===== src/rtl/core/gps_pkg.sv =====
// ============================================================================
// gps_pkg
// Shared types and codes for the grab / push / stamp sequencer.
// ============================================================================
package gps_pkg;

    // Machine states. Codes six and seven are never entered.
    typedef enum logic [2:0] {
        ST_FAULT     = 3'd0,
        ST_QUIET     = 3'd1,
        ST_GRAB      = 3'd2,
        ST_PUSH      = 3'd3,
        ST_STAMP     = 3'd4,
        ST_STAMPGRAB = 3'd5
    } t_gps_mstate;

    // Request kinds (carried on tuser).
    localparam logic [1:0] REQ_CMD   = 2'd0;
    localparam logic [1:0] REQ_REPLY = 2'd1;

    // Host commands.
    localparam logic [1:0] CMD_START  = 2'd0;
    localparam logic [1:0] CMD_STOP   = 2'd1;
    localparam logic [1:0] CMD_REPORT = 2'd2;

    // Reply senders.
    localparam logic [1:0] FROM_GRABBER = 2'd0;
    localparam logic [1:0] FROM_PUSHER  = 2'd1;
    localparam logic [1:0] FROM_STAMPER = 2'd2;

    // Error codes.
    localparam logic [1:0] ERR_NONE      = 2'd0;
    localparam logic [1:0] ERR_UNHANDLED = 2'd1;
    localparam logic [1:0] ERR_BADCMD    = 2'd2;
    localparam logic [1:0] ERR_BADSTATE  = 2'd3;

    localparam int REQ_DATA_W = 8;
    localparam int RES_W      = 10;
    localparam int RES_DATA_W = 16;

    // One request; the low eight bits are the tdata fields, req_type on top.
    typedef struct packed {
        logic [1:0] req_type;
        logic       emergency_stop;
        logic       air_pressure;
        logic       reply_ok;
        logic [1:0] reply_from;
        logic       continuous_req;
        logic [1:0] command;
    } t_gps_req;

    // One result, packed as it appears on the output tdata (issue_grab at bit 0).
    typedef struct packed {
        logic       report_valid;
        logic [2:0] state_report;
        logic [1:0] error_code;
        logic       reset_all;
        logic       issue_stamp;
        logic       issue_push;
        logic       issue_grab;
    } t_gps_result;

    // Sequencer context kept between requests.
    typedef struct packed {
        t_gps_mstate mstate;
        logic        continuous_mode;
        logic        stamper_done_ok;
        logic        grabber_done_ok;
    } t_gps_ctx;

endpackage


===== src/rtl/core/gps_step.sv =====
// ============================================================================
// gps_step
// Combinational step: interlock check, then request handling by state.
// ============================================================================
module gps_step
    import gps_pkg::*;
(
    input  t_gps_req    i_req,
    input  t_gps_ctx    i_ctx,
    output t_gps_ctx    o_ctx,
    output t_gps_result o_result
);

    logic     w_safe;
    t_gps_ctx w_mid;
    logic     w_lock_rst;
    logic     w_bad_state;
    logic     w_is_cmd;
    logic     w_is_reply;
    logic     w_active;
    logic     w_sg_stamp_ok;
    logic     w_sg_grab_ok;

    assign w_safe     = i_req.air_pressure && !i_req.emergency_stop;
    assign w_is_cmd   = (i_req.req_type == REQ_CMD);
    assign w_is_reply = (i_req.req_type == REQ_REPLY);

    // Interlock check on the air and e-stop inputs.
    always_comb begin
        w_mid       = i_ctx;
        w_lock_rst  = 1'b0;
        w_bad_state = 1'b0;
        unique case (i_ctx.mstate)
            ST_FAULT: begin
                if (w_safe) begin
                    w_mid = '{ST_QUIET, 1'b0, 1'b0, 1'b0};
                end
            end
            ST_QUIET: begin
                if (!w_safe) begin
                    w_mid = '{ST_FAULT, 1'b0, 1'b0, 1'b0};
                end
            end
            ST_GRAB, ST_PUSH, ST_STAMP, ST_STAMPGRAB: begin
                if (!w_safe) begin
                    w_mid.mstate = ST_FAULT;
                    w_lock_rst   = 1'b1;
                end
            end
            default: begin
                w_mid.mstate = ST_FAULT;
                w_bad_state  = 1'b1;
            end
        endcase
    end

    assign w_active = (w_mid.mstate != ST_FAULT) && (w_mid.mstate != ST_QUIET);

    // Done flags as they stand after a reply in stamp-and-grab.
    assign w_sg_stamp_ok = (i_req.reply_from == FROM_STAMPER) ? i_req.reply_ok
                                                                : w_mid.stamper_done_ok;
    assign w_sg_grab_ok  = (i_req.reply_from == FROM_GRABBER) ? i_req.reply_ok
                                                                : w_mid.grabber_done_ok;

    // Next state and flags.
    always_comb begin
        o_ctx = w_mid;
        if (w_is_cmd && (i_req.command != CMD_REPORT)) begin
            if (w_mid.mstate == ST_QUIET) begin
                if (i_req.command == CMD_START) begin
                    o_ctx.continuous_mode = i_req.continuous_req;
                    o_ctx.mstate          = ST_GRAB;
                end
            end else if (w_active && (i_req.command == CMD_STOP)) begin
                o_ctx = '{ST_QUIET, 1'b0, 1'b0, 1'b0};
            end
        end else if (w_is_reply) begin
            unique case (w_mid.mstate)
                ST_GRAB: begin
                    if ((i_req.reply_from == FROM_GRABBER) && i_req.reply_ok) begin
                        o_ctx.mstate = ST_PUSH;
                    end
                end
                ST_PUSH: begin
                    if ((i_req.reply_from == FROM_PUSHER) && i_req.reply_ok) begin
                        if (w_mid.continuous_mode) begin
                            o_ctx.stamper_done_ok = 1'b0;
                            o_ctx.grabber_done_ok = 1'b0;
                            o_ctx.mstate          = ST_STAMPGRAB;
                        end else begin
                            o_ctx.mstate = ST_STAMP;
                        end
                    end
                end
                ST_STAMP: begin
                    if ((i_req.reply_from == FROM_STAMPER) && i_req.reply_ok) begin
                        o_ctx = '{ST_QUIET, 1'b0, 1'b0, 1'b0};
                    end
                end
                ST_STAMPGRAB: begin
                    o_ctx.stamper_done_ok = w_sg_stamp_ok;
                    o_ctx.grabber_done_ok = w_sg_grab_ok;
                    if (w_sg_stamp_ok && w_sg_grab_ok) begin
                        o_ctx.mstate = ST_PUSH;
                    end
                end
                default: begin
                end
            endcase
        end
    end

    // Result fields.
    always_comb begin
        o_result              = '0;
        o_result.reset_all    = w_lock_rst;
        o_result.error_code   = w_bad_state ? ERR_BADSTATE : ERR_NONE;
        o_result.state_report = o_ctx.mstate;
        if (w_is_cmd) begin
            if (i_req.command == CMD_REPORT) begin
                o_result.report_valid = 1'b1;
            end else if (w_mid.mstate == ST_FAULT) begin
                if (i_req.command != CMD_STOP) begin
                    o_result.error_code = ERR_UNHANDLED;
                end
            end else if (w_mid.mstate == ST_QUIET) begin
                if (i_req.command == CMD_START) begin
                    o_result.issue_grab = 1'b1;
                end else begin
                    o_result.error_code = ERR_BADCMD;
                end
            end else if (i_req.command == CMD_STOP) begin
                o_result.reset_all = 1'b1;
            end else begin
                o_result.error_code = ERR_BADCMD;
            end
        end else if (w_is_reply) begin
            unique case (w_mid.mstate)
                ST_GRAB: begin
                    o_result.issue_push = (i_req.reply_from == FROM_GRABBER) && i_req.reply_ok;
                end
                ST_PUSH: begin
                    if ((i_req.reply_from == FROM_PUSHER) && i_req.reply_ok) begin
                        o_result.issue_stamp = 1'b1;
                        o_result.issue_grab  = w_mid.continuous_mode;
                    end
                end
                ST_STAMPGRAB: begin
                    o_result.issue_push = w_sg_stamp_ok && w_sg_grab_ok;
                end
                default: begin
                end
            endcase
        end
    end

endmodule


===== src/rtl/core/grab_push_stamp_sequencer.sv =====
// ============================================================================
// grab_push_stamp_sequencer
// Sequencer for a grab / push / stamp part-handling machine.
// ============================================================================
// Usage:
// Requests enter on the s_axis channel. tuser carries req_type (host command,
// subsystem reply or sensor update); tdata carries command, continuous_req,
// reply_from, reply_ok, air_pressure and emergency_stop. Every request yields
// exactly one result on the m_axis channel with the actuator pulses
// (issue_grab, issue_push, issue_stamp, reset_all), an error code, the state
// reached and a report flag.
// A request is registered on acceptance, evaluated against the sequencer state
// once the result register is free or being emptied, and written to the result
// register together with the new state. While m_axis_tready is high, one request
// can be accepted every cycle; the rate is set by the single registered step
// through the interlock and state logic.
// After reset the sequencer is in the interlock fault state with all flags
// clear and both pipeline registers empty. When the receiver holds tready low,
// the result register holds its data and the input register can still take
// one more request; after that s_axis_tready drops until a result is taken.
// ============================================================================
module grab_push_stamp_sequencer
    import gps_pkg::*;
(
    input  logic                  i_clk,
    input  logic                  i_rst_n,
    input  logic                  s_axis_tvalid,
    output logic                  s_axis_tready,
    // tdata, from bit 0: command[1:0], continuous_req, reply_from[1:0],
    // reply_ok, air_pressure, emergency_stop.
    input  logic [REQ_DATA_W-1:0] s_axis_tdata,
    // tuser: req_type[1:0].
    input  logic [1:0]            s_axis_tuser,
    output logic                  m_axis_tvalid,
    input  logic                  m_axis_tready,
    // tdata, from bit 0: issue_grab, issue_push, issue_stamp, reset_all,
    // error_code[1:0], state_report[2:0], report_valid, six zero bits.
    output logic [RES_DATA_W-1:0] m_axis_tdata
);

    logic        r_in_valid;
    t_gps_req    r_req;
    logic        r_out_valid;
    t_gps_result r_result;
    t_gps_ctx    r_ctx;

    t_gps_ctx    n_ctx;
    t_gps_result n_result;
    logic        w_advance;

    // The registered request moves forward whenever the result slot is free
    // or is being emptied in this cycle.
    assign w_advance     = r_in_valid && (!r_out_valid || m_axis_tready);
    assign s_axis_tready = !r_in_valid || w_advance;

    gps_step u_step (
        .i_req    (r_req),
        .i_ctx    (r_ctx),
        .o_ctx    (n_ctx),
        .o_result (n_result)
    );

    // Input register.
    always_ff @(posedge i_clk) begin
        if (!i_rst_n) begin
            r_in_valid <= 1'b0;
        end else if (s_axis_tready) begin
            r_in_valid <= s_axis_tvalid;
        end
        if (s_axis_tready && s_axis_tvalid) begin
            r_req <= {s_axis_tuser, s_axis_tdata};
        end
    end

    // Sequencer state, updated once per evaluated request.
    always_ff @(posedge i_clk) begin
        if (!i_rst_n) begin
            r_ctx <= '{ST_FAULT, 1'b0, 1'b0, 1'b0};
        end else if (w_advance) begin
            r_ctx <= n_ctx;
        end
    end

    // Result register.
    always_ff @(posedge i_clk) begin
        if (!i_rst_n) begin
            r_out_valid <= 1'b0;
        end else if (w_advance) begin
            r_out_valid <= 1'b1;
        end else if (m_axis_tready) begin
            r_out_valid <= 1'b0;
        end
        if (w_advance) begin
            r_result <= n_result;
        end
    end

    assign m_axis_tvalid = r_out_valid;
    assign m_axis_tdata  = {{(RES_DATA_W - RES_W){1'b0}}, r_result};

endmodule


===== config.mk =====
export PLATFORM = sky130hd
export DESIGN_NAME = grab_push_stamp_sequencer
export DESIGN_NICKNAME = d
export VERILOG_FILES = /design/src/rtl/core/gps_pkg.sv /design/src/rtl/core/gps_step.sv /design/src/rtl/core/grab_push_stamp_sequencer.sv
export SDC_FILE = /design/constraint.sdc
export NUM_CORES = 1
export LEC_CHECK = 0
export BUFFER_PORTS_ARGS = -buffer_cell sky130_fd_sc_hd__buf_2
export CAP_MARGIN = 10
export CELL_PAD_IN_SITES_DETAIL_PLACEMENT = 1
export CELL_PAD_IN_SITES_GLOBAL_PLACEMENT = 2
export CORE_MARGIN = 2
export CORE_UTILIZATION = 36
export CTS_CLUSTER_SIZE = 40
export DETAILED_ROUTE_END_ITERATION = 16
export PLACE_DENSITY = 0.91
export SETUP_SLACK_MARGIN = 0.02
export SLEW_MARGIN = 10
export SYNTH_ARGS = -nofsm -noshare
export SYNTH_HDL_FRONTEND = slang
export SYNTH_SLANG_ARGS = --single-unit

===== constraint.sdc =====
create_clock -name i_clk -period 4 [get_ports i_clk]
set_input_delay 1.2 -clock i_clk [delete_from_list [all_inputs] [get_ports i_clk]]
set_output_delay 1.2 -clock i_clk [all_outputs]
set_load 0.02 [all_outputs]

==> metrics.md <==
| Metric | Value |
|---|---|
| Status | completed |
| Hold-fix buffers, CTS | 0 |
| Netlist Area Pre-Place | 1620 um2 |
| Crit share post-route | 74.3% |
| Gate Count Post-Synth | 164 |
| Met1 GRT Util | 19.1% |
| Syn-to-layout area delta | 10.4% |
| Asr flop ratio synth | 0% |
| Number of synthesized flops with an enable pin | 20 |
| # clock sinks | 28 |
| Dominant synthesized flop cell | edfxtp_1 |
| Post-synth top area share | 37.0% |
| Multi-input gate area | 774 um2 |
| 1st-iter DRT viols | 65 |
| Via count | 1,360 |
| Slew @ Worst Pin | 0.764 ns |
| Post-CTS setup buffer count | 0 |
| Die height | 71.2 um |
| Final setup vio count | 0 |
| Drt total wl | 4.11 mm |
| Mean Syn Cell Area | 9.90 um2 |
| Clk_lat worst skew | 0.28 ns |
| RSZ-0062 raised after global routing | false |
| GP Congestion | 0.853 |
| Crit Path Max Fanout | 3 |
| Htree depth | 1 |
| Placed Cells | 231 |
| Layout fillers | 505 |
| Worst ir drop on vdd | 0.000189 V |
| Cells along the critical path | buf_2, nor2b_1, nand2_1, buf_2 |
| Post-Synth Simple-Gate Area | 23.7% |
| Hold Path Class | flip-flop to flip-flop |
| Post-cts sizing count | 0 |
| Antenna-violating nets left | 0 |
| Gr busiest metal | met2 |
| WS Path Type | input pin to primary output |
| Crit path launch type | input pin |
| Rows | 24 |
| Met2 GRT Util | 30.1% |
| Main combinational cell family by area after synthesis | simple AND/OR/NAND/NOR gates |
| Final hold vios | 0 |
| Slew margin rel. | 48.7% |
| First-pass GRT wire length | 6.64 mm |
| Die X | 71.2 um |
| Sequential area share after synthesis | 46.8% |
| Yosys warning count | 0 |
| Synth Area in Compound Gates | 20.3% |
| MaxCap Viol Count | 0 |
| XOR/XNOR share of the synthesized area | 1.62% |
| Kind of end point of the critical path | primary output |
| Detailed Routing Iterations Pass 1 | 4 |
| Antenna Cells | 0 |
| #FFs+latches synth | 28 |
| PortBufs | 25 |
| Initial antenna violation count | 0 |
| Die Area | 5060 um2 |
| Initial core utilization | 37.3% |
| Grt ovf | 0 |
| Count of cell types in the netlist | 59 |
| Period minus WS final | 2.97 ns |
| Core area | 4350 um2 |
| Largest area contributor in the netlist | edfxtp_1 |
| Non-filler cells, final | 235 |
| Number of global-route vias before repair | 1,431 |
| PwrDens | 332 nW/um2 |
| Share of cells above drive strength 1 | 19.1% |
| Most frequent CP cell | buf_2 |
| Worst-path clk slew | 0.09 ns |
| Total track usage | 16.6% |
| Max Slew Vio Count | 0 |
| Fin Setup TNS | 0 ns |
| Crit-path slowest cell | nor2b_1 |
| Reg area | 761 um2 |
| Critical Path RT | 2.80 ns |
| Power Total | 0.000595 W |
| Highest Clock Rate | 336 MHz |
| Synth top area cells | edfxtp_1 (37%), dfxtp_1 (9.9%), buf_4 (3.2%), o21ai_0 (3.1%), nor2_1 (2.5%) |
| Arrival time at the worst endpoint | 1.77 ns |
| Kind of cell adding the most delay to the critical path | simple AND/OR/NAND/NOR gates |
| Pleak | 0.680 nW |
| Largest net degree at the start of global routing | 20 |
| Total CTS buffers | 3 |
| Adder-cell share of the synthesized area | 0.693% |
| CTS max path bufs | 2 |
| Root Buffer Master | clkbuf_8 |
| Setup Skew | 0.00476 ns |
| Boundary Pins | 32 |
| Critical Path Max Stage Delay | 0.19 ns |
| WL per Instance | 17.5 um |
| Vias per cell | 5.79 |
| Final nets | 198 |
| CTS tree | yes |
| Multiplexer area fraction after synthesis | 0% |
| Post-route DRC violation count | 0 |
| Met3 GRT Util | 2.85% |
| HPWL Detailed | 2.99 mm |
| Crit path buffers/inverters | 2 |
==> metal layers <==
| layer | wire, um | vias up |
|---|---|---|
| met5 | 0 | - |
| met4 | 96 | 0 |
| met3 | 202 | 10 |
| met2 | 2120 | 43 |
| met1 | 1690 | 657 |
| li1 | - | 650 |
==> sequential cells by signal, indices dropped and copies added, names as in the netlist <==
register,cells
r_in_valid,1
r_ctx,6
m_axis_tvalid,1
m_axis_tdata,10
r_req,10
==> metrics by stage <==
stage	worst slack (ns)	hold WS (ns)	cell area (um2)	utilization [%]
2_1_floorplan	1.27	0.505	1640	-
3_3_place_gp	1.10	0.531	1750	40.1
3_5_place_dp	1.03	0.565	1750	40.1
4_1_cts	1.03	0.589	1790	41.2
5_1_grt	0.957	0.626	1790	41.2
6_report	1.03	0.584	1790	41.2
==> area by class of cell <==
cell class / count / area share [%]
flip-flops and latches: 28 / 42.4
multi-input cells: 120 / 43.2
clock buffers: 3 / 2.30
repair buffers: 25 / 6.98
clock inverters: 1 / 0.209
inverters: 6 / 1.26
well taps: 52 / 3.63
==> power by group <==
| group | internal [W] | leakage [nW] | switching [W] | total, W |
|---|---|---|---|---|
| combinational | 0.0000317 | 0.397 | 0.0000536 | 0.0000853 |
| clock | 0.0000692 | 0.0231 | 0.0000911 | 0.000160 |
| sequential | 0.000327 | 0.259 | 0.0000229 | 0.000350 |
==> layout by cell type, fill, tap and decap left out, types with 2 or more instances in the layout <==
master / instances
nor3_1: 3
o21ai_1: 3
and2_1: 2
o211ai_1: 2
dfxtp_1: 8
o2111ai_1: 2
nand2_1: 10
a21oi_1: 6
nor2b_1: 4
xnor2_1: 2
o311ai_0: 2
nand2b_1: 4
o31ai_1: 2
nand3_1: 4
inv_1: 5
clkbuf_8: 3
edfxtp_1: 20
o21a_1: 3
conb_1: 6
o21ai_0: 10
buf_2: 25
nor4bb_1: 2
o22ai_1: 2
a31oi_1: 4
nor2_1: 11
nand3b_1: 3
nand4_1: 3
==> worst reg2reg max path: stages, from the launching register on <==
cell	delay, ns
dfxtp_1	0.64
and4bb_2	0.40
nand3_1	0.18
or4b_1	0.52
o21ai_0	0.10
o311a_1	0.18
==> synthesized netlist by cell type, drive strengths merged, types with 4 or more instances <==
library cell / number
a31oi: 5
dfxtp: 8
nor2b: 4
buf: 9
a21oi: 6
clkbuf: 6
edfxtp: 20
nand3: 4
nand2b: 4
inv: 6
o21ai: 13
nand2: 10
nor2: 12
==> kinds of logic after synthesis <==
| logic type | Yosys count |
|---|---|
| DFF | 28 |
| adders and majority gates | 1 |
| buffers and inverters | 21 |
| xor gates and xnor gates | 3 |
| other | 1 |
| AOI/OAI and AO/OA | 48 |
| and+or+nand+nor | 62 |
==> path summary, 6_finish.rpt <==
| kind | startpoint | endpoint | slack, ns | cells after the start |
|---|---|---|---|---|
| hold reg to reg | r_in_valid | m_axis_tvalid | 0.58 | 1 |
| hold / removal | r_in_valid | m_axis_tvalid | 0.58 | 1 |
| setup reg to reg | r_ctx[5] | r_ctx[0] | 1.93 | 5 |
| setup / recovery | m_axis_tready | s_axis_tready | 1.03 | 4 |
Power figures use the tool's default switching activity.
